**src/sv/hhft_pkg.sv**
```systemverilog
// ----------------------------------------------------------------------------
// hhft_pkg
// shared codes, characters and types of the header field tokenizer
// ----------------------------------------------------------------------------
`timescale 1ns / 1ps
`default_nettype none

package hhft_pkg;

  localparam int unsigned OFF_W = 10;

  localparam logic [OFF_W-1:0] MAX_OFF_RESET = OFF_W'(512);

  localparam logic [7:0] CH_COLON = 8'h3A;
  localparam logic [7:0] CH_CR    = 8'h0D;
  localparam logic [7:0] CH_LF    = 8'h0A;
  localparam logic [7:0] CH_SPACE = 8'h20;

  localparam logic [1:0] ROLE_SEP   = 2'd0;
  localparam logic [1:0] ROLE_KEY   = 2'd1;
  localparam logic [1:0] ROLE_VALUE = 2'd2;
  localparam logic [1:0] ROLE_AFTER = 2'd3;

  localparam logic [1:0] STAT_BUSY  = 2'd0;
  localparam logic [1:0] STAT_DONE  = 2'd1;
  localparam logic [1:0] STAT_ERROR = 2'd2;

  typedef struct packed {
    logic [1:0] byte_role;
    logic       pair_done;
    logic [1:0] parse_status;
  } hhft_result_t;

endpackage

`default_nettype wire

```
**src/sv/http_header_field_tokenizer_core.sv**
```systemverilog
// ----------------------------------------------------------------------------
// http_header_field_tokenizer_core
// tags each header byte as key, value, separator or after-header byte
// ----------------------------------------------------------------------------
//  channel   dir   tdata          tuser                         tlast
//  s_axis    in    data_byte      start_of_request              -
//  m_axis    out   out_byte       byte_role, parse_status       pair_done
//  cfg       in    max_value_offset (write enable + data)       -
//
//  one item per cycle sustained while m_axis is ready; m_axis_tvalid rises once
//  an accepted item has passed the input register, parser logic and result register
//  the parse state register updates once per item as it enters the result stage
//  synchronous reset: parser at line start, offset zero, limit 512, stages empty
//  a stall on m_axis holds the result; s_axis keeps accepting into the input
//  register until that register is also full
// ----------------------------------------------------------------------------
`timescale 1ns / 1ps
`default_nettype none

module http_header_field_tokenizer_core (
  input  wire logic                       clk,
  input  wire logic                       rst,
  input  wire logic                       s_axis_tvalid,
  output      logic                       s_axis_tready,
  input  wire logic [7:0]                 s_axis_tdata,  // [7:0] data_byte
  input  wire logic [0:0]                 s_axis_tuser,  // [0] start_of_request
  output      logic                       m_axis_tvalid,
  input  wire logic                       m_axis_tready,
  output      logic [7:0]                 m_axis_tdata,  // [7:0] out_byte
  output      logic [3:0]                 m_axis_tuser,  // [1:0] byte_role, [3:2] parse_status
  output      logic                       m_axis_tlast,  // pair_done
  input  wire logic                       cfg_we,
  input  wire logic [hhft_pkg::OFF_W-1:0] cfg_wdata
);
  import hhft_pkg::*;

  logic             in_valid;
  logic [7:0]       in_byte;
  logic             in_sor;
  logic             out_valid;
  logic [7:0]       out_byte;
  hhft_result_t     out_res;
  logic [OFF_W-1:0] max_value_offset;

  logic             advance;
  logic             step_en;
  hhft_result_t     step_res;

  assign advance       = !out_valid || m_axis_tready;
  assign step_en       = in_valid && advance;
  assign s_axis_tready = !in_valid || advance;

  hhft_parser u_parser (
    .clk              (clk),
    .rst              (rst),
    .step_en          (step_en),
    .data_byte        (in_byte),
    .start_of_request (in_sor),
    .max_value_offset (max_value_offset),
    .result           (step_res)
  );

  always_ff @(posedge clk) begin
    if (rst) begin
      max_value_offset <= MAX_OFF_RESET;
    end else if (cfg_we) begin
      max_value_offset <= cfg_wdata;
    end
  end

  always_ff @(posedge clk) begin
    if (rst) begin
      in_valid <= 1'b0;
    end else if (s_axis_tready) begin
      in_valid <= s_axis_tvalid;
    end
  end

  always_ff @(posedge clk) begin
    if (s_axis_tready && s_axis_tvalid) begin
      in_byte <= s_axis_tdata;
      in_sor  <= s_axis_tuser[0];
    end
  end

  always_ff @(posedge clk) begin
    if (rst) begin
      out_valid <= 1'b0;
    end else if (advance) begin
      out_valid <= in_valid;
    end
  end

  always_ff @(posedge clk) begin
    if (step_en) begin
      out_byte <= in_byte;
      out_res  <= step_res;
    end
  end

  assign m_axis_tvalid = out_valid;
  assign m_axis_tdata  = out_byte;
  assign m_axis_tuser  = {out_res.parse_status, out_res.byte_role};
  assign m_axis_tlast  = out_res.pair_done;

endmodule

`default_nettype wire

```
**src/sv/hhft_parser.sv**
```systemverilog
// ----------------------------------------------------------------------------
// hhft_parser
// parse state machine: tags one byte per step and advances on step_en
// ----------------------------------------------------------------------------
`timescale 1ns / 1ps
`default_nettype none

module hhft_parser (
  input  wire logic                      clk,
  input  wire logic                      rst,
  input  wire logic                      step_en,
  input  wire logic [7:0]                data_byte,
  input  wire logic                      start_of_request,
  input  wire logic [hhft_pkg::OFF_W-1:0] max_value_offset,
  output hhft_pkg::hhft_result_t         result
);
  import hhft_pkg::*;

  typedef enum logic [3:0] {
    ST_START  = 4'd0,
    ST_KEY    = 4'd1,
    ST_COLON  = 4'd2,
    ST_SPACE  = 4'd3,
    ST_VALUE  = 4'd4,
    ST_CR     = 4'd5,
    ST_LF     = 4'd6,
    ST_END_CR = 4'd7,
    ST_DONE   = 4'd8,
    ST_ERROR  = 4'd9
  } state_t;

  state_t           state;
  state_t           state_next;
  logic [OFF_W-1:0] value_offset;
  logic [OFF_W-1:0] value_offset_next;

  state_t           cur;
  logic [OFF_W-1:0] cur_off;
  logic [OFF_W:0]   off_inc;
  logic [1:0]       role;
  logic             done;
  logic             is_crlf;

  always_comb begin
    // start_of_request restarts before the byte is handled
    cur               = start_of_request ? ST_START : state;
    cur_off           = start_of_request ? '0 : value_offset;
    off_inc           = {1'b0, cur_off} + (OFF_W+1)'(1);
    is_crlf           = (data_byte == CH_CR) || (data_byte == CH_LF);
    state_next        = cur;
    value_offset_next = cur_off;
    role              = ROLE_SEP;
    done              = 1'b0;
    unique case (cur)
      ST_START: begin
        if (!is_crlf) begin
          state_next = ST_KEY;
          role       = ROLE_KEY;
        end
      end
      ST_KEY: begin
        if (data_byte == CH_COLON) begin
          state_next = ST_COLON;
        end else if (is_crlf) begin
          state_next = ST_ERROR;
        end else begin
          role = ROLE_KEY;
        end
      end
      ST_COLON: begin
        state_next = (data_byte == CH_SPACE) ? ST_SPACE : ST_ERROR;
      end
      ST_SPACE: begin
        // first value byte, whatever it is
        value_offset_next = '0;
        state_next        = ST_VALUE;
        role              = ROLE_VALUE;
      end
      ST_VALUE: begin
        if (data_byte == CH_CR) begin
          state_next = ST_CR;
        end else if (off_inc > {1'b0, max_value_offset}) begin
          state_next = ST_ERROR;
        end else begin
          value_offset_next = off_inc[OFF_W-1:0];
          role              = ROLE_VALUE;
        end
      end
      ST_CR: begin
        if (data_byte == CH_LF) begin
          state_next = ST_LF;
          done       = 1'b1;
        end else begin
          state_next = ST_ERROR;
        end
      end
      ST_LF: begin
        if (data_byte == CH_CR) begin
          state_next = ST_END_CR;
        end else begin
          state_next = ST_KEY;
          role       = ROLE_KEY;
        end
      end
      ST_END_CR: begin
        state_next = (data_byte == CH_LF) ? ST_DONE : ST_ERROR;
      end
      ST_DONE: begin
        role = ROLE_AFTER;
      end
      default: begin
        state_next = ST_ERROR;
      end
    endcase

    if (state_next == ST_ERROR) begin
      role = ROLE_AFTER;
    end

    result.byte_role    = role;
    result.pair_done    = done;
    result.parse_status = (state_next == ST_DONE)  ? STAT_DONE  :
                          (state_next == ST_ERROR) ? STAT_ERROR : STAT_BUSY;
  end

  always_ff @(posedge clk) begin
    if (rst) begin
      state        <= ST_START;
      value_offset <= '0;
    end else if (step_en) begin
      state        <= state_next;
      value_offset <= value_offset_next;
    end
  end

endmodule

`default_nettype wire

```
**config.mk**
```make
export PLATFORM = sky130hd
export DESIGN_NAME = http_header_field_tokenizer_core
export DESIGN_NICKNAME = d
export VERILOG_FILES = /design/src/sv/hhft_pkg.sv /design/src/sv/http_header_field_tokenizer_core.sv /design/src/sv/hhft_parser.sv
export SDC_FILE = /design/constraint.sdc
export NUM_CORES = 1
export LEC_CHECK = 0
export BUFFER_PORTS_ARGS = -buffer_cell sky130_fd_sc_hd__buf_2
export CORE_MARGIN = 2
export CORE_UTILIZATION = 30
export DETAILED_ROUTE_END_ITERATION = 10
export GPL_TIMING_DRIVEN = 0
export MAX_ROUTING_LAYER = met4
export SYNTH_ARGS = -nofsm -noshare
export SYNTH_HDL_FRONTEND = slang
export SYNTH_SLANG_ARGS = --single-unit
```
**constraint.sdc**
```tcl
create_clock -name clk -period 7.5 [get_ports clk]
set_input_delay 0.75 -clock clk [delete_from_list [all_inputs] [get_ports clk]]
set_output_delay 0.75 -clock clk [all_outputs]
set_load 0.1 [all_outputs]
```
==> reports/results.ini <==
[outcome]
status = finished, final reports clean

[route]
first_pass_iters = 4
wl_per_cell_um = 12.9
num_vias = 2062
drt-total-wl_um = 5340
drt-initial-drc-count = 91
drc = 0
ant_nets = 0
vias_per_cell = 4.98

[sta]
finClkSkew_ns = 0.00837
setup_viol = 0
tightest_slew_ns = 0.685
relSlewSlack_pct = 54.1
min_period_ns = 3.42
drv_slew = 0
fmax_mhz = 292
rsz0062_at_grt = no
finalHoldViolCount = 0
tns_ns = 0
fin_crit_sh_pct = 45.6

[yosys]
ys_warn_count = 0
synth_mux_area_share_pct = 3.96
synth-compound-area-share_pct = 15.9
yosys.area_share.xor_xnor_pct = 3.42
synth_edf_count = 22
synth-simple-area-share_pct = 21.7
async_flop_share_pct = 0
ys_seq_area_share_pct = 46.1
ys_ff_latch = 48
synth_top_family_by_area = simple AND/OR/NAND/NOR gates
synth_cells = 263
synth_cell_types = 59
syn_area_sq_um = 2560
synth_nets = 296
yosys.area_share.adder_pct = 4.40
ys.flop_type = dfxtp_1
post_synth.cell_area_avg_sq_um = 9.74

[pwr]
ir_drop_mv = 0.0734
cellPowerDensity_nw_per_um2 = 179
p_leak_nw = 1.15
finalPower_uw = 533

[final_layout]
drive_gt1_share_pct = 19.4
postLayoutCoreUtil_pct = 36.0
final_common_cell = buf_2
diodes = 0
fin_nets = 341
final_cell_mix = buf_2 (40), nor2_1 (37), dfxtp_1 (26)
syn_to_final_growth_pct = 15.9
fillers = 879

[placed_design]
place_congestion = 0.859
port-buffer-count = 38
dp_hpwl_um = 4150

[cts]
htree_levels = 2
clkLatencyLatePin_ns = 0.30
cts_resized = 0
path_clk_slew_ns = 0.09
cts_tree = done
cts_sinks = 48
postCtsHoldBufs = 0
clockBufferDepth = 2
post_cts_buffers = 0
cts_root_buffer = clkbuf_8
numCtsBuffers = 5

[worst_hold_path]
min_path_type = reg -> reg
worstHoldStart = max_value_offset[7]

[global_routing]
track_usage_pct = 12.8
grt_overflow = 0
grt_start_max_net_pins = 23
grt_pass1_vias = 1903
grt_pass1_wl_um = 8940
antenna_found_initial = 0

[worst_setup_path]
critPathKind = reg -> reg
crit_path_end_kind = flop
start_kind = flop
startpoint = u_parser.value_offset[0]
worst-path-max-fanout = 8
arrival_ns = 3.61
r2r-start = u_parser.value_offset[0]
cp.required_ns = 7.69

[floorplan]
fp.dieW_um = 96.4
die_h_um = 96.4
start_util_pct = 31.0
io_pins = 39
core_area_sq_um = 8260
dieArea_sq_um = 9290
fp-row-count = 33

[flow_run]
cap_violations = 0

-- Yosys cell counts (2+ instances only) --
master	count	share of area, %
buf_1	2	0.29
a31oi_1	2	0.49
nor4_1	3	0.73
dfxtp_1	26	20
a311oi_1	2	0.68
o211ai_1	3	0.88
buf_2	2	0.39
inv_1	15	2.2
nand3_1	12	2.3
nor2_1	37	5.4
nor4bb_1	2	0.78
mux2i_1	9	3.5
or3_1	3	0.73
nor3_1	3	0.59
nor2b_1	4	0.98
nor3_2	2	0.78
xnor2_1	5	1.7
edfxtp_1	22	26
nand2_1	17	2.5
nand4_1	3	0.73
a211oi_1	2	0.59
o21ai_0	7	1.4
nand2b_1	6	1.5
a22o_1	6	2.1
o32a_1	2	0.78
o2111ai_1	2	0.68
clkbuf_1	7	1.0
xor2_1	5	1.7
and2_1	2	0.49
a21oi_1	12	2.3
ha_1	9	4.4
and3_1	2	0.49
-- critical path, stage by stage (launching register included) --
cell and delay [ns]:
dfxtp_1 0.31, buf_2 0.18, nand3_1 0.17, nor3_2 0.40, nand3_1 0.14, xor2_1 0.15, nor2_1 0.08, ha_1 0.34
nand3_1 0.14, nor3_2 0.30, and4_1 0.36, o211ai_2 0.20, o21a_4 0.29, mux2_2 0.26
-- registers in the layout, summed over array words and instances (netlist names) --
name	flops
u_parser.state	4
u_parser.value_offset	10
in_valid	1
m_axis_tlast	1
in_sor	1
in_byte	8
max_value_offset	10
m_axis_tuser	4
m_axis_tdata	8
m_axis_tvalid	1
-- worst paths after layout --
| path | to | slack, ns | cells past startpoint |
|---|---|---|---|
| hold / removal | max_value_offset[7] | 0.50 | 2 |
| hold reg to reg | max_value_offset[7] | 0.50 | 2 |
| setup / recovery | u_parser.value_offset[0] | 4.08 | 13 |
| setup reg to reg | u_parser.value_offset[0] | 4.08 | 13 |
-- metrics by stage --
stage	cell area (sq um)	setup WS (ns)	hold WS [ns]	cells
6_report	2970	4.08	0.499	414
5_1_grt	2970	3.74	0.541	414
4_1_cts	2970	4.05	0.507	414
3_5_place_dp	2880	4.06	0.483	406
3_3_place_gp	2880	4.08	0.477	406
2_1_floorplan	2560	4.47	0.460	263
-- cells by family (layout without fill, tap and decap cells) --
| logic type | after synthesis | in the layout |
|---|---|---|
| mux | 10 | 10 |
| flops | 48 | 48 |
| fa+ha+maj | 9 | 9 |
| compound gates | 53 | 53 |
| simple gates | 105 | 105 |
| xor+xnor | 10 | 10 |
| buf+inv | 28 | 74 |
-- power by group --
group	switching (mW)	total, mW	internal [mW]
clock network	0.0858	0.151	0.0652
registers	0.00662	0.293	0.286
logic	0.0631	0.0885	0.0254
-- layer usage --
layer	up-vias	global-route usage, %	part of all wire (%)	wire, um
met4	0	4.23	1.7	90
met3	6	2.33	3.5	189
met2	41	20.3	47	2520
li1	1044	-	-	-
met5	-	-	0	0
met1	971	16.6	48	2540
-- cell type report --
type / instances / area (sq um) / area share (%)
Clock buffer: 5 / 68.8 / 2.32
Multi-Input combinational cell: 187 / 1260 / 42.6
Inverter: 16 / 60.1 / 2.02
Timing Repair Buffer: 38 / 190 / 6.41
Tap cell: 105 / 131 / 4.42
Clock inverter: 3 / 17.5 / 0.590
Buffer: 12 / 55.1 / 1.85
Sequential cell: 48 / 1180 / 39.8
(Power assumes the default switching activity.)
